<file path="config.mk">
export PLATFORM = sky130hd
export DESIGN_NAME = gsf_cell
export DESIGN_NICKNAME = d
export VERILOG_FILES = /design/src/gsf_cell.sv
export SDC_FILE = /design/constraint.sdc
export NUM_CORES = 1
export LEC_CHECK = 0
export BUFFER_PORTS_ARGS = -buffer_cell sky130_fd_sc_hd__clkbuf_2
export CAP_MARGIN = 20
export CORE_UTILIZATION = 42
export CTS_BUF_LIST = sky130_fd_sc_hd__clkbuf_4
export CTS_CLUSTER_SIZE = 12
export DETAILED_ROUTE_END_ITERATION = 16
export PLACE_DENSITY_LB_ADDON = 0.08
export SYNTH_ARGS = -nofsm -noshare
export SYNTH_HDL_FRONTEND = slang
export SYNTH_SLANG_ARGS = --single-unit
</file>
<file path="constraint.sdc">
create_clock -name clk -period 0.8 [get_ports clk]
set_clock_uncertainty 0.2 [all_clocks]
set_input_delay 0.04 -clock clk [delete_from_list [all_inputs] [get_ports clk]]
set_output_delay 0.04 -clock clk [all_outputs]
set_load 0.005 [all_outputs]
</file>
<file path="src/gsf_cell.sv">
module gsf_cell #(
	parameter int W = 40
) (
	input  logic                clk,
	input  logic                arst_n,
	input  logic                clr,
	input  logic                shift,
	input  logic signed [W-1:0] d,
	output logic signed [W-1:0] q
);
	// hold one gate sum; take the neighbor's on shift, drop it on clear
	always_ff @(posedge clk or negedge arst_n) begin
		if (!arst_n) begin
			q <= '0;
		end else if (clr) begin
			q <= '0;
		end else if (shift) begin
			q <= d;
		end
	end
endmodule

</file>
* Word level (Yosys, flattened, before mapping) *
Cells that the tools add are included.

storage, ports and cells
  output and inout port bits = 40
  input bits = 44
  register bits = 40

cells by class
  reductions and logical operators = 1
  multiplexer cells = 2

operator list
  cell                number
  40-bit 2-to-1 mux   2
  2-bit nonzero test  1

* Longest topological paths before layout *
Gate-level depths: netlist (run 1).

  depth after elaboration = 2
  gate-level depth with buffers = 4
  depth with buffers taken out = 2

* Worst setup path before layout (run 1) *
Ideal clock, no wire load.

  path type = register to register
  start = register q[0] (netlist name)
  end = register q[0]
  required time = 468 ps
  setup slack = -57 ps
  library setup time = 132 ps
  arrival = 525 ps
  cell stages (with the launch flop) = 3
  period minus slack after synthesis = 857 ps
  path through = dfrtp_1 mux2i_1 nor2_1

RTL lines
  what                  RTL line  RTL
  end signal, assigned  14        q <= '0;
  end signal, assigned  16        q <= '0;
  end signal, assigned  18        q <= d;
  end, declared         9         output logic signed [W-1:0] q

* Final worst setup path (run 1) *
  start = register q[16]
  end = output q[16]

No word-level cell between the ends.

==> flow_metrics.env, run 1 <==
export IMPL_outcome="finished, violations left"
export IMPL_violations="hold timing, setup timing"
export IMPL_antenna_found_initial=0
export IMPL_clk_path_buf_depth=2
export IMPL_grt_pass1_vias=1296
export IMPL_setup_worst_path_start_class="register"
export IMPL_synth_top_family_by_area="multiplexers"
export IMPL_coreArea_um2=3720
export IMPL_gp_congestion=0.662
export IMPL_drive_gt1_frac=0.488
export IMPL_synth_xor_area_share=0
export IMPL_slew_violations=0
export IMPL_yosys_warnings=0
export IMPL_nNetsFinal=284
export IMPL_worst_slack_ps=-388
export IMPL_synth_fp_nets=173
export IMPL_synthTopCellsByCount="40 x dfrtp_1, 40 x mux2i_1, 40 x nor2_1"
export IMPL_hold_ws_ps=-246
export IMPL_drc_errors=0
export IMPL_vias=1292
export IMPL_tns_ps=-16690
export IMPL_syn_cell_area_um2=1660
export IMPL_largest_reg_flops=40
export IMPL_vias_per_cell=4.49
export IMPL_relSlewSlack=0.862
export IMPL_fillers=296
export IMPL_ys_async_sr_fraction=1.00
export IMPL_synth_cells=129
export IMPL_rsz0062_at_grt="true"
export IMPL_grt_overflow=0
export IMPL_finalPower_mw=3.76
export IMPL_tightestPinTransition_ps=207
export IMPL_cpMostUsedCell="buf_6"
export IMPL_power_leakage_nw=1.41
export IMPL_synth_compound_area_frac=0
export IMPL_synth_cell_type_count=6
export IMPL_fp_dieArea_um2=4200
export IMPL_cts_buffers=5
export IMPL_row_count=22
export IMPL_synth_edf_count=0
export IMPL_cts_hold_buffers=1
export IMPL_tritoncts="done"
export IMPL_drt_wl_total_um=3470
export IMPL_cts_sinks=40
export IMPL_synthToLayoutAreaGrowth_pct=44.4
export IMPL_track_usage=0.175
export IMPL_dpl_hpwl_um=2420
export IMPL_cp_end_kind="output port"
export IMPL_setup_viol=80
export IMPL_synth_area_mux_share=0.242
export IMPL_initial_utilization=0.446
export IMPL_ys_seq_area_frac=0.604
export IMPL_required_ps=560
export IMPL_avgSynthCellArea_um2=12.9
export IMPL_finalCritPeriodShare=1.49
export IMPL_synthSimpleGateAreaFrac=0.0906
export IMPL_die_h_um=64.8
export IMPL_crit_fanout=2
export IMPL_holdCritPathClass="in2reg"
export IMPL_max_cap_viol_count=0
export IMPL_final_core_util=0.644
export IMPL_synth_largest_area_cell="dfrtp_1"
export IMPL_num_antenna_cells=0
export IMPL_drtIter0Drc=59
export IMPL_arrival_ps=950
export IMPL_port_buffers=83
export IMPL_ctsRootBufferMaster="clkbuf_4"
export IMPL_synth_fa_ha_area_frac=0
export IMPL_synth_seq_cells=40
export IMPL_synth_area_leaders="dfrtp_1 60%, mux2i_1 24%, nor2_1 9.1%"
export IMPL_clkLatencyLatePin_ps=320
export IMPL_power_density_nw_per_um2=1570
export IMPL_antenna_left=0
export IMPL_grt_max_degree=41
export IMPL_fmax_mhz=842
export IMPL_ys_flop_type="dfrtp_1"
export IMPL_min_period_ps=1190
export IMPL_yosysTopAreaCellShare=0.604
export IMPL_top_register="q"
export IMPL_max_stage_delay_ps=410
export IMPL_reg_top3="q x40"
export IMPL_cp_slowest_cell="dfrtp_1"
export IMPL_cts_htree_levels=2
export IMPL_post_drt_wl_per_cell_um=12.0
export IMPL_hold_viol=40
export IMPL_pin_count=84
export IMPL_dr_pass1_iters=2
export IMPL_die_w_um=64.8
export IMPL_crit_type="reg2out"
export IMPL_path_cells="buf_6 -> buf_6"
export IMPL_grt_pass1_wl_um=5530
export IMPL_clkTransAtPathRegs_ps=100
export IMPL_ir_worst_vdd_uv=1240
-- final timing paths --
path,start,endpoint,slack (ps),cells past startpoint
min in group asynchronous,arst_n,q[39]$_DFFE_PN0P_,10,3
hold / removal,d[27],q[27]$_DFFE_PN0P_,-250,3
setup / recovery,q[16]$_DFFE_PN0P_,q[16],-390,2
setup reg to reg,q[26]$_DFFE_PN0P_,q[26]$_DFFE_PN0P_,-220,3
max in group asynchronous,arst_n,q[9]$_DFFE_PN0P_,210,3
hold reg to reg,q[9]$_DFFE_PN0P_,q[9]$_DFFE_PN0P_,330,2
-- power breakdown --
part	leakage, nW	internal, mW	switching, mW
clock network	0.0261	0.307	0.555
logic	0.850	0.409	0.297
registers	0.531	2.13	0.0641
total	1.41	2.85	0.915
-- kinds of logic (layout without fill, tap and decap cells) --
logic type             after synthesis  count (layout)
buffers and inverters                9             120
DFF                                 40              40
muxes                               40              40
and+or+nand+nor                     40              40
-- routing by layer --
metal	vias up	global-route usage	share of wire
li1	644	-	-
met1	592	0.201	0.40
met2	52	0.310	0.52
met3	4	0.0387	0.062
met4	0	0.0750	0.0098
met5	-	0	0
-- critical path: cells and delay by family, from the launching register on --
kind / cells / cell delay, ps
flip-flops: 1 / 410
buffers and inverters: 2 / 220
-- cell type report --
type / count / area, µm² / share of cell area
Timing Repair Buffer: 113 / 737 / 0.308
Clock buffer: 5 / 37.5 / 0.0157
Sequential cell: 40 / 1000 / 0.418
Tap cell: 48 / 60.1 / 0.0251
Clock inverter: 2 / 7.51 / 0.00314
Multi-Input combinational cell: 80 / 551 / 0.230
-- what timing repair did --
item | CTS | global route
gates resized for setup | 1 | 6
pin swaps | 0 | 5
hold endpoints to repair | 80 | 40
buffers inserted | 6 | 15
endpoints found under the setup margin | 80 | 80
-- layout by cell type (no fill, tap or decap) --
master	netlist	final
buf_12	4	5
buf_4	0	19
nor2_1	40	40
mux2i_1	40	40
buf_6	1	7
dlygate4sd3_1	0	1
clkbuf_2	0	81
dfrtp_1	40	40
clkinv_1	0	2
clkbuf_4	0	5
-- per-stage QoR --
step,cells,instance area [µm²],setup WS (ps)
finish,288,2390,-388
global placement,260,2160,-153
global route,288,2390,-443
floorplan,129,1660,-56.6
CTS,274,2260,-415
detailed placement,260,2160,-203
Note: power is estimated with default switching activity, not from simulation.
==> run 2: changes to the inputs <==
--- a/config.mk
+++ b/config.mk
@@ -12,6 +12,7 @@
 export CTS_CLUSTER_SIZE = 12
 export DETAILED_ROUTE_END_ITERATION = 16
 export PLACE_DENSITY_LB_ADDON = 0.08
+export REMOVE_ABC_BUFFERS = 1
 export SYNTH_ARGS = -nofsm -noshare
 export SYNTH_HDL_FRONTEND = slang
 export SYNTH_SLANG_ARGS = --single-unit
==> run 2 against run 1 <==
  * The flow still finishes with violations (hold timing, setup timing)
  * Register-to-register slack lost 110 ps
  * Count of clock-buffer cells in the layout stayed put
  * Global-route usage grew 1.4 points
  * Non-clock buffer count is 7 higher
  * Via count is 5.7% higher
  * Cell area increased by 4.4%
  * Sequential power is essentially flat
  * Total power increased by 3.5%
  * Critical path type unchanged
  * Largest power group unchanged
==> flow_metrics.env, run 2 (synthesized netlist as in run 1, its figures left out) <==
export IMPL_row_count=22
export IMPL_reg_top3="q x40"
export IMPL_cts_hold_buffers=12
export IMPL_clkTransAtPathRegs_ps=110
export IMPL_rsz0062_at_grt="true"
export IMPL_drive_gt1_frac=0.464
export IMPL_tightestPinTransition_ps=249
export IMPL_track_usage=0.189
export IMPL_max_cap_viol_count=0
export IMPL_vias_per_cell=4.61
export IMPL_coreArea_um2=3720
export IMPL_cp_end_kind="output port"
export IMPL_holdCritPathClass="in2reg"
export IMPL_ctsRootBufferMaster="clkbuf_4"
export IMPL_top_register="q"
export IMPL_power_leakage_nw=1.44
export IMPL_drc_errors=0
export IMPL_crit_type="reg2out"
export IMPL_fp_dieArea_um2=4200
export IMPL_layout_common_cells="79 x clkbuf_2, 40 x mux2i_1, 40 x nor2_1, 40 x dfrtp_1, 13 x buf_4"
export IMPL_grt_max_degree=24
export IMPL_antenna_left=0
export IMPL_setup_worst_path_start_class="register"
export IMPL_max_stage_delay_ps=410
export IMPL_worst_slack_ps=-414
export IMPL_die_h_um=64.8
export IMPL_initial_utilization=0.446
export IMPL_clkLatencyLatePin_ps=340
export IMPL_dpl_hpwl_um=2640
export IMPL_cts_sinks=40
export IMPL_drt_met1_wl_um=1610
export IMPL_multiInputGateArea_um2=551
export IMPL_outcome="finished, violations left"
export IMPL_violations="hold timing, setup timing"
export IMPL_power_density_nw_per_um2=1560
export IMPL_arrival_ps=970
export IMPL_fmax_mhz=824
export IMPL_min_period_ps=1210
export IMPL_area_sequential_um2=1000
export IMPL_largest_reg_flops=40
export IMPL_grt_overflow=0
export IMPL_cts_buffers=5
export IMPL_wl_met3_um=255
export IMPL_final_cell_area_um2=2500
export IMPL_dr_pass1_iters=3
export IMPL_ir_worst_vdd_uv=972
export IMPL_gp_congestion=0.726
export IMPL_fillers=304
export IMPL_port_buffers=83
export IMPL_synthToLayoutAreaGrowth_pct=50.8
export IMPL_vias=1365
export IMPL_setup_viol=80
export IMPL_post_place_ws_ps=-195
export IMPL_relSlewSlack=0.834
export IMPL_die_w_um=64.8
export IMPL_grt_pass1_vias=1389
export IMPL_hold_viol=40
export IMPL_hp_start="d[20]"
export IMPL_num_antenna_cells=0
export IMPL_path_cells="buf_6 -> buf_6"
export IMPL_hold_ws_ps=-263
export IMPL_antenna_found_initial=0
export IMPL_tritoncts="done"
export IMPL_drt_wl_total_um=3760
export IMPL_post_dp_cell_area_um2=2200
export IMPL_clk_path_buf_depth=2
export IMPL_nNetsFinal=291
export IMPL_mostFrequentLayoutCell="clkbuf_2"
export IMPL_pin_count=84
export IMPL_cts_htree_levels=2
export IMPL_met2_length_um=1840
export IMPL_slew_violations=0
export IMPL_required_ps=560
export IMPL_dp_cells=266
export IMPL_finalNonFillerCells=296
export IMPL_post_drt_wl_per_cell_um=12.7
export IMPL_cpMostUsedCell="buf_6"
export IMPL_cp_slowest_cell="dfrtp_1"
export IMPL_cp_startpoint="q[22]$_DFFE_PN0P_"
export IMPL_crit_fanout=2
export IMPL_grt_pass1_wl_um=5910
export IMPL_rr_startpoint="q[9]$_DFFE_PN0P_"
export IMPL_drtIter0Drc=42
export IMPL_finalCritPeriodShare=1.52
export IMPL_highest_signal_layer="met4"
[run 2: cell types whose count changed in the layout (fill, tap and decap cells not counted)]
cell           change
dlygate4sd3_1     +11
buf_4              -6
buf_6              +4
clkbuf_2           -2
clkinv_2           +2
clkinv_1           -1
[run 2: area by class of cell]
cell class	count	share of cell area
sequential	40	0.400
timing repair buffer	120	0.335
multi-input combinational	80	0.220
tap	48	0.0240
clock buffer	5	0.0150
clock inverter	3	0.00551
[run 2: repair_timing]
action / in CTS / in global routing
gates resized for setup: 0 / 12
hold endpoints to repair: 80 / 40
pin swaps: 0 / 4
buffers inserted: 5 / 5
endpoints found under the setup margin: 80 / 80
[run 2: power by group]
part           internal (mW)  total, mW  switching (mW)
logic                  0.441      0.751           0.311
registers               2.13       2.20          0.0639
clock network          0.323      0.946           0.623
total                   2.90       3.89           0.998
[run 2: path summary, 6_finish.rpt]
path / to / cells past startpoint / slack [ps]
max: q[22] / 2 / -410
min: q[20]$_DFFE_PN0P_ / 3 / -260
max reg2reg: q[9]$_DFFE_PN0P_ / 4 / -330
min reg2reg: q[39]$_DFFE_PN0P_ / 2 / 340
max in group asynchronous: q[14]$_DFFE_PN0P_ / 3 / 110
min in group asynchronous: q[29]$_DFFE_PN0P_ / 3 / 20
[run 2: worst max-delay path: cells and delay by family (launching register included)]
kind | cells | cell delay, ps
flops | 1 | 410
buf+inv | 2 | 220
[run 2: per-stage QoR]
stage | TNS (ps) | util | power (mW)
detailed placement | -7060 | 0.593 | 2.88
finish | -17160 | 0.673 | 3.89
CTS | -17420 | 0.649 | 3.90
global route | -21030 | 0.673 | 4.13
floorplan | -1730 | - | 2.41
global placement | -6090 | 0.593 | 2.85
[run 2: routing by layer]
metal	up-vias	track usage
li1	657	-
met5	-	0
met2	53	0.335
met1	649	0.208
met3	6	0.0581
met4	0	0.0750
==> run 3: changes to the inputs <==
--- a/config.mk
+++ b/config.mk
@@ -7,7 +7,7 @@
 export LEC_CHECK = 0
 export BUFFER_PORTS_ARGS = -buffer_cell sky130_fd_sc_hd__clkbuf_2
 export CAP_MARGIN = 20
-export CORE_UTILIZATION = 42
+export CORE_UTILIZATION = 45
 export CTS_BUF_LIST = sky130_fd_sc_hd__clkbuf_4
 export CTS_CLUSTER_SIZE = 12
 export DETAILED_ROUTE_END_ITERATION = 16
==> constraint.sdc (replaced) <==
create_clock -name clk -period 1.45 [get_ports clk]
set_clock_uncertainty 0.2 [all_clocks]
set_input_delay 0.0725 -clock clk [delete_from_list [all_inputs] [get_ports clk]]
set_output_delay 0.0725 -clock clk [all_outputs]
set_load 0.005 [all_outputs]
==> run 3 against run 2 <==
  * The run now ends clean
  * Worst setup slack improved by 720 ps
  * Cell count rose by 1.7%
  * Worst hold slack improved by 280 ps
  * Largest power group unchanged
==> flow_metrics.env, run 3 (synthesized netlist as in run 1, its figures left out) <==
export IMPL_grt_overflow=0
export IMPL_nNetsFinal=298
export IMPL_initial_utilization=0.482
export IMPL_hold_viol=0
export IMPL_drive_gt1_frac=0.365
export IMPL_post_drt_wl_per_cell_um=12.6
export IMPL_rsz0062_at_grt="false"
export IMPL_drtIter0Drc=75
export IMPL_clkTransAtPathRegs_ps=110
export IMPL_relSlewSlack=0.668
export IMPL_setup_worst_path_start_class="register"
export IMPL_drt_wl_total_um=3790
export IMPL_die_h_um=62.7
export IMPL_track_usage=0.211
export IMPL_drc_errors=0
export IMPL_path_buf_inv=1
export IMPL_arrival_ps=870
export IMPL_postCtsSetupBuffers=0
export IMPL_ctsRootBufferMaster="clkbuf_4"
export IMPL_path_cells="clkbuf_2"
export IMPL_grt_max_degree=41
export IMPL_antenna_left=0
export IMPL_slew_violations=0
export IMPL_cts_htree_levels=2
export IMPL_vias_per_cell=4.63
export IMPL_dpl_hpwl_um=2310
export IMPL_max_cap_viol_count=0
export IMPL_worst_slack_ps=303
export IMPL_r2r_slack_ps=500
export IMPL_antenna_found_initial=0
export IMPL_tns_ps=0
export IMPL_ir_worst_vdd_uv=656
export IMPL_pin_count=84
export IMPL_power_density_nw_per_um2=851
export IMPL_cp_end_kind="output port"
export IMPL_power_leakage_nw=1.43
export IMPL_vias=1393
export IMPL_fmax_mhz=872
export IMPL_coreArea_um2=3440
export IMPL_fillers=257
export IMPL_dr_pass1_iters=4
export IMPL_cp_slowest_cell="dfrtp_1"
export IMPL_holdCritPathClass="in2async"
export IMPL_min_period_ps=1150
export IMPL_grt_pass1_vias=1409
export IMPL_outcome="finished, final reports clean"
export IMPL_layout_common_cells="83 x clkbuf_2, 41 x dlygate4sd3_1, 40 x mux2i_1, 40 x nor2_1, 40 x dfrtp_1"
export IMPL_clkLatencyLatePin_ps=330
export IMPL_cts_sinks=40
export IMPL_finalCritPeriodShare=0.791
export IMPL_max_stage_delay_ps=420
export IMPL_crit_type="reg2out"
export IMPL_post_place_ws_ps=328
export IMPL_reg_top3="q x40"
export IMPL_use_met3=0.0401
export IMPL_critPathTopFamily="flip-flops"
export IMPL_grtUsageMet1=0.253
export IMPL_die_w_um=62.7
export IMPL_fp_dieArea_um2=3930
export IMPL_num_antenna_cells=0
export IMPL_setup_viol=0
export IMPL_required_ps=1180
export IMPL_crit_fanout=2
export IMPL_top_register="q"
export IMPL_clk_path_buf_depth=2
export IMPL_hold_ws_ps=21.1
export IMPL_final_core_util=0.738
export IMPL_synthToLayoutAreaGrowth_pct=53.1
export IMPL_mostFrequentLayoutCell="clkbuf_2"
export IMPL_grt_pass1_wl_um=6350
export IMPL_tightestPinTransition_ps=498
export IMPL_cts_buffers=5
export IMPL_tritoncts="done"
export IMPL_largest_reg_flops=40
export IMPL_gp_congestion=0.650
export IMPL_globalRouteMet2Util=0.370
export IMPL_row_count=21
export IMPL_busiest_layer="met2"
export IMPL_port_buffers=83
==> run 3: cell types whose count changed in the layout (fill, tap and decap cells not counted), sizes merged <==
cell	before	now
dlygate4sd3	12	41
buf	29	3
clkbuf	84	90
clkinv	3	1
==> run 3: through the flow <==
stage	instances	area (µm²)	power, mW
2_1_floorplan	120	1550	1.33
3_3_place_gp	252	2070	1.53
3_5_place_dp	252	2070	1.54
4_1_cts	301	2540	2.19
5_1_grt	301	2540	2.28
6_report	301	2540	2.16
==> run 3: cell type report <==
cell class                      instances  area, µm²  share of cell area
Multi-Input combinational cell         80        551               0.217
Timing Repair Buffer                  127        873               0.344
Clock buffer                            7       52.6              0.0207
Sequential cell                        40       1000               0.394
Tap cell                               46       57.6              0.0227
Clock inverter                          1       3.75             0.00148
==> run 3: worst paths after layout <==
kind | from | endpoint | cells after the start
setup reg to reg | q[6]$_DFFE_PN0P_ | q[6]$_DFFE_PN0P_ | 2
hold reg to reg | q[5]$_DFFE_PN0P_ | q[5]$_DFFE_PN0P_ | 2
max in group asynchronous | arst_n | q[31]$_DFFE_PN0P_ | 3
setup / recovery | q[33]$_DFFE_PN0P_ | q[33] | 1
min in group clk | clr | q[11]$_DFFE_PN0P_ | 3
hold / removal | arst_n | q[17]$_DFFE_PN0P_ | 2
==> run 3: per-layer routing <==
| layer | up-vias | wire, µm |
|---|---|---|
| met5 | - | 0 |
| met4 | 0 | 65 |
| met3 | 8 | 200 |
| met2 | 56 | 1910 |
| met1 | 651 | 1610 |
| li1 | 678 | - |
==> run 3: power breakdown <==
| part | internal, mW | switching, mW | total (mW) |
|---|---|---|---|
| Sequential | 1.18 | 0.0347 | 1.21 |
| Combinational | 0.229 | 0.168 | 0.397 |
| Clock | 0.224 | 0.326 | 0.551 |
==> run 3: repair_timing <==
item                                   CTS  global route
hold buffers                            41             0
endpoints found under the hold margin   80             0
gates resized for setup                  0             0
