**src/gsf_ram.sv**
```systemverilog
module gsf_ram #(
	parameter int W = 16,
	parameter int D = 16
) (
	input  logic                 clk,
	input  logic                 we,
	input  logic [$clog2(D)-1:0] waddr,
	input  logic [W-1:0]         wdata,
	input  logic [$clog2(D)-1:0] raddr,
	output logic [W-1:0]         rdata
);
	logic [W-1:0] mem [0:D-1];

	always_ff @(posedge clk) begin
		if (we)
			mem[waddr] <= wdata;
		rdata <= mem[raddr];
	end
endmodule

```
**config.mk**
```make
export PLATFORM = sky130hd
export DESIGN_NAME = gsf_ram
export DESIGN_NICKNAME = d
export VERILOG_FILES = /design/src/gsf_ram.sv
export SDC_FILE = /design/constraint.sdc
export NUM_CORES = 1
export LEC_CHECK = 0
export ABC_AREA = 1
export BUFFER_PORTS_ARGS = -buffer_cell sky130_fd_sc_hd__clkbuf_2
export CAP_MARGIN = 0
export CORE_ASPECT_RATIO = 1.25
export CORE_MARGIN = 1.5
export CORE_UTILIZATION = 65
export DETAILED_ROUTE_END_ITERATION = 16
export PLACE_DENSITY = 0.82
export SYNTH_ARGS = -nofsm -noshare
export SYNTH_HDL_FRONTEND = slang
export SYNTH_SLANG_ARGS = --single-unit
```
**constraint.sdc**
```tcl
create_clock -name clk -period 3.25 [get_ports clk]
set_input_delay 0 -clock clk [delete_from_list [all_inputs] [get_ports clk]]
set_output_delay 0 -clock clk [all_outputs]
set_load 0.02 [all_outputs]
```
After elaboration in Yosys (flattened, before gate mapping)
Memories as Yosys holds them, arrays and structs flattened. A register that Yosys moved wholly into a read port is not among the register bits.
Cells that the tools add are included.
{ "totals": {"memories": 1, "latch_bits": 0, "input_bits": 26, "out_inout_bits": 16, "register_bits": 0, "mem_bits_rw": 256, "mem_bits_ro": 0, "word_cells": 3} }
{ "op_classes": {"shifts": 0, "eq_ne": 0, "muxes": 2, "bitwise": 0, "multipliers": 0, "div": 0, "n_reduce_logical": 0, "add_sub_neg": 0, "magnitude_cmp": 0} }
{ "mem_list": {"columns": ["name", "words", "width", "rd", "rd_ports_with_merged_regs", "write_ports", "line", "text"], "rows": [
  ["mem", 16, 16, 1, 1, 1, "12", "logic [W-1:0] mem [0:D-1];"]
]} }
{ "ops": {"columns": ["op", "n"], "rows": [
  ["$mux 1", 2]
]} }

Logic depth before layout (Yosys ltp)
Gate-level depths: netlist (run 1).
{ "logic_depth": {"depth_word": 2, "ltp_mapped": 9, "mapped_depth_nobuf": 7} }

Worst setup path after synthesis (run 1)
Ideal clock, no wire load.
{ "synth_timing": {"path_type": "input port to flip-flop", "from": "in waddr[2]", "to": "mem mem[10][0] (enable)", "setup_ns": 0.388, "cell_stages": 2, "slack_ns": 1.950, "n_path_buf": 0, "required_time_ns": 2.862, "arrival_time_ns": 0.911, "path_cell_list": "nand3b_1 -> nor2_1"} }
{ "synth_lines": {"columns": ["item", "line", "text"], "rows": [
  ["start, declared", "7", "input logic [$clog2(D)-1:0] waddr,"],
  ["end, declared", "12", null]
]} }
No word-level cell before the write port.

==> out/qor.yml, run 1 <==
clock_network:
  post_cts_buffers: 0
  cts_tree: "done"
  clkLatencyLatePin_ns: 0.53
  hold_buffers: 16
  htreeDepth: 1
  cts_sinks: 272
  clk_path_buf_depth: 3
  root_buffer: "clkbuf_16"
  ctsResizeCount: 0
  cts_buffers: 25
  clk_pin_slew_worst_paths_ns: 0.06
sta:
  fmax_ghz: 0.775
  fin_crit_ns: 1.29
  fin_skew_ns: 0.0121
  rsz0062_at_grt: "false"
  finalMaxSlewViolations: 0
  slew_headroom_pct: 28.5
  final.period_utilization_pct: 39.7
  setup_viol: 0
  worstMarginPinSlew_ns: 1.07
  fin_tns_setup_ns: 0
  timing_hold_violations_final: 0
place:
  port_buffers: 41
  gp_congestion: 0.821
  dp_hpwl_um: 14100
logic_synthesis:
  synth_area_leaders: "edfxtp_1 (68%), nand2_1 (11%), nand3_1 (8.5%)"
  synth_most_common_cell: "nand2_1"
  syn_avg_cell_area_um2: 10.6
  yosysTopAreaCellShare_pct: 67.5
  synthCells: 1074
  synth_cell_types: 13
  synth_common_cells: "nand2_1 (341), edfxtp_1 (256), inv_1 (196), nand3_1 (193), buf_2 (19)"
  ys_async_sr_fraction_pct: 0
  yosysTopAreaCell: "edfxtp_1"
  syn_area_mm2: 0.0114
  syn-num-nets: 1100
  synth-edff-count: 256
  yosysSeqAreaShare_pct: 70.4
  synth_flop_cell: "edfxtp_1"
  yosys_warnings: 0
  yosys_register_bits: 272
route:
  drt-pass1-iter-count: 6
  ant_nets: 0
  via_per_inst: 5.69
  wirelength_um: 27500
  wl_per_cell_um: 20.1
  vias: 7779
  drc: 0
  first_iter_violations: 921
power_and_ir_drop:
  p_leak_nw: 5.56
  p_sw_share_pct: 21.4
  p_sw_mw: 1.62
  finalPower_mw: 7.59
  combPwrFrac_pct: 6.4
  clkPwrFrac_pct: 41.5
  p_per_area_mw_per_mm2: 592
  ir_drop_v: 0.000490
  p_int_mw: 5.97
  power_frac_seq_pct: 52.0
job:
  max_cap_violations: 0
final_layout:
  syn_to_final_growth_pct: 12.7
  nFillCells: 1034
  seq_area_mm2: 0.00801
  multi_input_area_mm2: 0.00236
  diodes: 0
  nets: 1156
  layout-drive-gt1-share_pct: 10.7
critical_path:
  r2r-end: "rdata[8]"
  startpoint_type: "input port"
  required_ns: 3.65
  endpoint_kind: "flip-flop"
  r2r_start: "mem[0][8]"
  reg2reg_slack_ns: 2.15
  cp_data_arrival_time_ns: 1.69
  critPathKind: "input port to flip-flop"
  ff2ff_path_depth: 6
  critPathMaxFanout: 81
die:
  start_util_pct: 67.0
  core_mm2: 0.0170
  die_h_um: 151
  die_w_um: 121
  io-pin-count: 42
  rows: 53
  dieArea_mm2: 0.0183
global_routing:
  grt_first_pass_wirelength_um: 41700
  grt_antenna_before_repair: 0
  grt_usage_pct: 31.0
  grt_max_degree: 82
  grt_pass1_vias: 7763
  grt_overflow: 0
min_path:
  min_path_cells: 3
  worstHoldEndpoint: "mem[11][9]"
  hold_start: "waddr[0]"
  hold_class: "input port to flip-flop"
status:
  status: "finished clean"
[state kept, by name, indices dropped and copies added (netlist names)]
register  cells
mem         256
rdata        16
[stage by stage]
stage	cells	worst slack (ns)	hold slack, ns	util (%)	cell area (µm²)
floorplan	1074	1.95	0.0989	-	11400
global placement	1307	1.57	0.400	69.3	11800
detailed placement	1307	1.52	0.409	69.3	11800
CTS	1368	2.03	0.0219	75.5	12800
global route	1368	1.84	0.0417	75.5	12800
finish	1368	1.96	0.0411	75.5	12800
[kinds of logic (layout without fill, tap and decap cells)]
logic type	Yosys count	count (layout)	synth area share (%)
buf+inv	249	323	9.21
simple gates	553	553	20.4
flops	272	272	70.4
[placed cells by master (no fill, tap or decap)]
cell,instances
nand2_1,341
edfxtp_1,256
inv_1,196
nand3_1,193
clkbuf_2,40
clkbuf_16,25
buf_4,24
nor2_2,16
dlygate4sd3_1,16
dfxtp_1,16
clkbuf_8,8
clkinv_2,5
clkbuf_1,4
bufinv_16,4
nand3b_1,2
inv_2,1
nor2_1,1
[final cells by class]
| type | instances | area share, % |
|---|---|---|
| Clock inverter | 8 | 1.09 |
| Sequential cell | 272 | 62.4 |
| Clock buffer | 37 | 5.85 |
| Timing Repair Buffer | 80 | 4.22 |
| Tap cell | 220 | 2.15 |
| Inverter | 198 | 5.81 |
| Multi-Input combinational cell | 553 | 18.4 |
[worst max-delay path by stage]
stage	from	to	slack [ns]
after floorplan	waddr[2]	mem[10][0]	1.95
after global placement	raddr[1]	rdata[13]	1.57
after detailed placement	raddr[1]	rdata[13]	1.52
after CTS	raddr[0]	rdata[3]	2.03
after global routing	raddr[0]	rdata[15]	1.84
final	raddr[0]	rdata[15]	1.96
[worst max-delay path, cell delays in order]
cell	delay [ns]
buf_4	0.25
clkinv_2	0.09
buf_4	0.66
nand2_1	0.18
nand3_1	0.14
nand3_1	0.10
nand3_1	0.13
nand2_1	0.08
[power by group through the flow]
stage / Combinational [mW] / Clock [mW] / Sequential (mW)
detailed placement: 0.457 / 0 / 4.02
global placement: 0.441 / 0 / 4.02
floorplan: 0.265 / 0 / 4.04
CTS: 0.480 / 3.14 / 3.95
finish: 0.489 / 3.15 / 3.95
global route: 0.533 / 3.28 / 3.95
[per-layer routing]
layer / up-vias / wire [µm] / global-route usage, %
li1: 3570 / - / -
met1: 3604 / 9480 / 37.8
met2: 503 / 13900 / 53.6
met3: 102 / 2790 / 5.05
met4: 0 / 1340 / 16.0
met5: - / 0 / 0
Note: power is estimated with default switching activity, not from simulation.
==> inputs of run 2 (changes only) <==
--- a/config.mk
+++ b/config.mk
@@ -10,9 +10,9 @@
 export CAP_MARGIN = 0
 export CORE_ASPECT_RATIO = 1.25
 export CORE_MARGIN = 1.5
-export CORE_UTILIZATION = 65
+export CORE_UTILIZATION = 56
 export DETAILED_ROUTE_END_ITERATION = 16
-export PLACE_DENSITY = 0.82
+export PLACE_DENSITY = 0.75
 export SYNTH_ARGS = -nofsm -noshare
 export SYNTH_HDL_FRONTEND = slang
 export SYNTH_SLANG_ARGS = --single-unit
==> constraint.sdc (replaced) <==
create_clock -name clk -period 1.1 [get_ports clk]
set_input_delay 0 -clock clk [delete_from_list [all_inputs] [get_ports clk]]
set_output_delay 0 -clock clk [all_outputs]
set_load 0.02 [all_outputs]
==> out/qor.yml, run 2 (synthesized netlist as in run 1, its figures left out) <==
sta:
  fin_crit_ns: 1.07
  timing.hold.ws_ns: 0.0332  # -0.00797 ns
  rsz0062_at_grt: "false"
  setup_viol: 0  # unchanged
  worstMarginPinSlew_ns: 0.399  # -0.673 ns
  slew_headroom_pct: 73.4  # +45 points
  final.period_utilization_pct: 96.9
  timing_hold_violations_final: 0  # unchanged
  fin_skew_ns: 0.00751  # -0.00460 ns
  fmax_ghz: 0.938
  finalMaxSlewViolations: 0  # unchanged
place:
  gp_congestion: 0.835  # +1.7%
  port_buffers: 41  # unchanged
  dp_hpwl_um: 14700  # +4.7%
die:
  io-pin-count: 42  # unchanged
  rows: 58  # +9.4%
  core_mm2: 0.0200  # +18%
  die_h_um: 162  # +7.6%
  dieArea_mm2: 0.0212  # +16%
  die_w_um: 131  # +7.5%
  start_util_pct: 56.8  # -10 points
critical_path:
  slowest_stage: "dfxtp_1"
  path_delay_family: "flip-flops"
  endpoint_kind: "output pin"
  required_ns: 1.10  # -2.55 ns
  cp_data_arrival_time_ns: 1.07  # -0.62 ns
  critPathKind: "flip-flop to output pin"
  startpoint_type: "flip-flop"
  crit_buf_inv: 1  # -2
  critPathMaxFanout: 1  # -99%
  crit_path_cell_trace: "buf_4"
  slowest_delay_ns: 0.38  # -0.28 ns
final_layout:
  largestRegisters: "mem x256, rdata x16"
  mostFrequentLayoutCell: "nand2_1"
  layout-drive-gt1-share_pct: 11.9  # +1.2 points
  diodes: 0  # unchanged
  nets: 1177  # +1.8%
  largest_register: "mem"
  largest_reg_flops: 256  # unchanged
  layout_common_cells: "nand2_1 (341), edfxtp_1 (256), inv_1 (196), nand3_1 (193), clkbuf_2 (37)"
  nFillCells: 1460  # +41%
  syn_to_final_growth_pct: 17.1
clock_network:
  cts_buffers: 26  # +4.0%
  htreeDepth: 1  # unchanged
  clkLatencyLatePin_ns: 0.52  # about the same
  clk_pin_slew_worst_paths_ns: 0.06  # about the same
  cts_tree: "done"
  cts_sinks: 272  # unchanged
  root_buffer: "clkbuf_16"
  post_cts_buffers: 0  # unchanged
  clk_path_buf_depth: 3  # unchanged
route:
  drc: 0  # unchanged
  via_per_inst: 5.27  # -7.4%
  wl_per_cell_um: 18.4  # -8.4%
  first_iter_violations: 972  # +5.5%
  wirelength_um: 26600  # -3.5%
  ant_nets: 0  # unchanged
  drt-pass1-iter-count: 5  # -1
  vias: 7589  # -2.4%
power_and_ir_drop:
  p_sw_mw: 4.73  # +190%
  p_leak_nw: 5.72  # +2.9%
  combPwrFrac_pct: 7.1  # +0.7 points
  finalPower_mw: 22.0  # +190%
  p_per_area_mw_per_mm2: 1650  # +180%
  clkPwrFrac_pct: 39.9  # -1.6 points
  p_sw_share_pct: 21.5  # +0.095 points
  p_int_mw: 17.3  # +190%
  power_frac_seq_pct: 52.9  # +0.9 points
  ir_drop_v: 0.00117  # +140%
global_routing:
  grt_usage_pct: 25.9  # -5.1 points
  grt_max_degree: 70  # -15%
  grt_overflow: 0  # unchanged
  grt_antenna_before_repair: 0  # unchanged
  grt_first_pass_wirelength_um: 40800  # -2.2%
  grt_pass1_vias: 7551  # -2.7%
min_path:
  hold_class: "input port to flip-flop"
status:
  status: "finished clean"
job:
  max_cap_violations: 0  # unchanged
run 2: power groups by stage:
stage	combinational, mW	sequential [mW]	clock [mW]
after floorplan	0.786	11.9	0
after global placement	1.46	11.9	0
after detailed placement	1.50	11.9	0
after CTS	1.56	11.7	8.89
after global routing	1.72	11.7	9.27
final	1.57	11.7	8.80
run 2: final timing paths:
check | end | slack, ns | start | cells past startpoint
setup / recovery | rdata[5] | 0.03 | rdata[5] | 1
hold / removal | rdata[0] | 0.03 | raddr[2] | 5
setup reg to reg | rdata[9] | 0.07 | mem[9][9] | 6
hold reg to reg | rdata[7] | 0.66 | mem[10][7] | 6
run 2: per-layer routing:
metal,track usage [%],vias up,wire length (µm)
met5,0,-,0
met4,12.1,0,1270
met3,3.48,85,1750
met2,45.0,320,13600
met1,32.1,3567,9920
li1,-,3617,-
run 2: layout make-up:
class                   instances  area, µm²  area share [%]
flip-flops and latches        272       8010            60.1
multi-input cells             553       2360            17.7
repair buffers                100       1030            7.70
clock buffers                  41        758            5.69
inverters                     198        744            5.59
well taps                     270        338            2.53
clock inverters                 7       86.3           0.648
run 2: repair_timing:
item,4_1_cts,5_1_grt
hold endpoints to repair,271,0
resized for setup,4,2
pin swaps,0,1
endpoints found under the setup margin,2,2
hold buffers,17,0
cloned,0,0
run 2: metrics by stage:
stage                     cell area (µm²)  worst slack (ns)  setup TNS [ns]  cells  util, %
after global routing                13300           0.00661               0   1441     66.5
final                               13300            0.0343               0   1441     66.5
after detailed placement            12300           -0.0567           -2.97   1376     61.4
after CTS                           13300           0.00149               0   1441     66.5
after floorplan                     11400            -0.200          -31.88   1074        -
after global placement              12300           -0.0293          -0.923   1376     61.4
==> inputs of run 3 (changes only) <==
--- a/config.mk
+++ b/config.mk
@@ -10,9 +10,9 @@
 export CAP_MARGIN = 0
 export CORE_ASPECT_RATIO = 1.25
 export CORE_MARGIN = 1.5
-export CORE_UTILIZATION = 56
+export CORE_UTILIZATION = 61
 export DETAILED_ROUTE_END_ITERATION = 16
-export PLACE_DENSITY = 0.75
+export PLACE_DENSITY = 0.78
 export SYNTH_ARGS = -nofsm -noshare
 export SYNTH_HDL_FRONTEND = slang
 export SYNTH_SLANG_ARGS = --single-unit
==> constraint.sdc (replaced) <==
create_clock -name clk -period 1 [get_ports clk]
set_input_delay 0 -clock clk [delete_from_list [all_inputs] [get_ports clk]]
set_output_delay 0 -clock clk [all_outputs]
set_load 0.02 [all_outputs]
==> out/qor.yml, run 3 (synthesized netlist as in run 1, its figures left out) <==
place:
  port_buffers: 41  # unchanged
  post_dp_cell_area_mm2: 0.0123  # -0.30%
  dp_hpwl_um: 15200  # +3.0%
  place_ws_ns: -0.160  # -0.103 ns
  gp_congestion: 0.809  # -3.2%
global_routing:
  grt_first_pass_wirelength_um: 42100  # +3.4%
  grt_pass1_vias: 7975  # +5.6%
  grt_overflow: 0  # unchanged
  grt_antenna_before_repair: 0  # unchanged
  grt_usage_pct: 28.4  # +2.5 points
  grt_max_degree: 65  # -7.1%
sta:
  layout_setup_ws_ns: -0.00551  # -0.0399 ns
  setup_viol: 2  # +2
  worstMarginPinSlew_ns: 0.398  # -0.000373 ns
  fin_skew_ns: 0.00698  # -0.000531 ns
  finalMaxSlewViolations: 0  # unchanged
  fin_crit_ns: 1.01
  timing_hold_violations_final: 0  # unchanged
  slew_headroom_pct: 73.4  # about the same
  rsz0062_at_grt: "true"
  fin_tns_setup_ns: -0.00997  # -0.00997 ns
  final.period_utilization_pct: 101
  fmax_ghz: 0.995
clock_network:
  cts_tree: "done"
  htreeDepth: 1  # unchanged
  root_buffer: "clkbuf_16"
  clk_path_buf_depth: 3  # unchanged
  clkLatencyLatePin_ns: 0.52  # about the same
  cts_sinks: 272  # unchanged
  clk_pin_slew_worst_paths_ns: 0.06  # about the same
  cts_buffers: 26  # unchanged
die:
  die_w_um: 125  # -4.1%
  dieArea_mm2: 0.0195  # -8.0%
  rows: 55  # -5.2%
  io-pin-count: 42  # unchanged
  core_mm2: 0.0182  # -9.3%
  start_util_pct: 62.6  # +5.8 points
  die_h_um: 156  # -4.1%
critical_path:
  cp_data_arrival_time_ns: 1.01  # -0.06 ns
  reg2reg_slack_ns: 0  # -0.07 ns
  crit_path_cell_trace: "buf_8"
  r2r-end: "rdata[5]"
  startpoint_type: "flip-flop"
  crit_start: "rdata[3]"
  required_ns: 1.00  # -0.10 ns
  slowest_delay_ns: 0.36  # -0.02 ns
  critPathKind: "flip-flop to output pin"
  endpoint_kind: "output pin"
  r2r_start: "mem[9][5]"
  path_delay_family: "flip-flops"
  endpoint: "rdata[3]"
  ff2ff_path_depth: 6  # unchanged
  critPathMaxFanout: 1  # unchanged
  crit_cells: 1  # unchanged
  crit_buf_inv: 1  # unchanged
  slowest_stage: "dfxtp_2"
route:
  ant_nets: 0  # unchanged
  drc: 0  # unchanged
  drt-pass1-iter-count: 5  # unchanged
  wl_per_cell_um: 19.5  # +5.5%
  vias: 7876  # +3.8%
  first_iter_violations: 1174  # +21%
  via_per_inst: 5.64  # +7.1%
  wirelength_um: 27200  # +2.3%
power_and_ir_drop:
  p_per_area_mw_per_mm2: 1820  # +10%
  p_leak_nw: 5.82  # +1.7%
  finalPower_mw: 24.7  # +12%
  ir_drop_v: 0.00179  # +53%
final_layout:
  stdcell_area_mm2: 0.0135  # +1.4%
  mostFrequentLayoutCell: "nand2_1"
  largestRegisters: "mem x256, rdata x16"
  layout-drive-gt1-share_pct: 14.8  # +2.9 points
  largest_reg_flops: 256  # unchanged
  largest_register: "mem"
  diodes: 0  # unchanged
  nets: 1176  # -0.085%
  layout_common_cells: "nand2_1 (338), edfxtp_1 (256), inv_1 (194), nand3_1 (172)"
  syn_to_final_growth_pct: 18.8
status:
  status: "finished with violations"
  failed_checks: "negative setup slack"
min_path:
  min_path_cells: 5  # unchanged
  hold_class: "input port to flip-flop"
job:
  max_cap_violations: 0  # unchanged
run 3: metal layers:
layer | global-route usage [%] | wire, µm | up-vias | part of all wire [%]
met5 | 0 | 0 | - | 0
li1 | - | - | 3612 | -
met4 | 11.9 | 729 | 0 | 2.7
met2 | 49.5 | 13800 | 451 | 51
met3 | 3.57 | 2580 | 64 | 9.5
met1 | 36.4 | 10100 | 3749 | 37
run 3: repair_timing:
action	CTS	global route
hold endpoints to repair	266	0
pin swaps	0	18
setup buffers	0	0
hold buffers	17	0
resized for setup	23	43
endpoints found under the setup margin	12	23
run 3: how the worst min path moves through the flow:
| stage | to | start | slack, ns |
|---|---|---|---|
| 4_1_cts | rdata[8] | raddr[2] | 0.03 |
| 5_1_grt | rdata[3] | raddr[2] | 0.09 |
| 6_report | rdata[0] | raddr[2] | 0.05 |
| 3_3_place_gp | rdata[2] | rdata[2] | 0.41 |
| 2_1_floorplan | mem[0][0] | wdata[0] | 0.1 |
| 3_5_place_dp | rdata[2] | rdata[2] | 0.41 |
run 3: tightest hold or removal path: cells and delay by family:
family,cells,cell delay (ns)
buffers and inverters,2,0.31
AND/OR/NAND/NOR,3,0.23
run 3: per-stage QoR:
step	util, %	hold slack (ns)	std cells
finish	74.4	0.0461	1397
global route	74.4	0.0871	1397
CTS	73.7	0.0301	1397
detailed placement	67.5	0.415	1333
global placement	67.5	0.414	1333
floorplan	-	0.0989	1074
run 3: final cells by class:
cell class,count,area (µm²)
Sequential cell,272,8020
Fill cell,1108,4650
Multi-Input combinational cell,553,2490
Timing Repair Buffer,99,1120
Inverter,198,744
Clock buffer,32,724
Tap cell,228,285
Clock inverter,15,143
run 3: power by group:
group          internal, mW  total (mW)  switching, mW  leakage [nW]
Combinational         0.667        1.89           1.22          2.94
Clock                  5.88        9.94           4.06         0.432
Sequential             12.7        12.8         0.0847          2.45
Total                  19.3        24.7           5.37          5.82
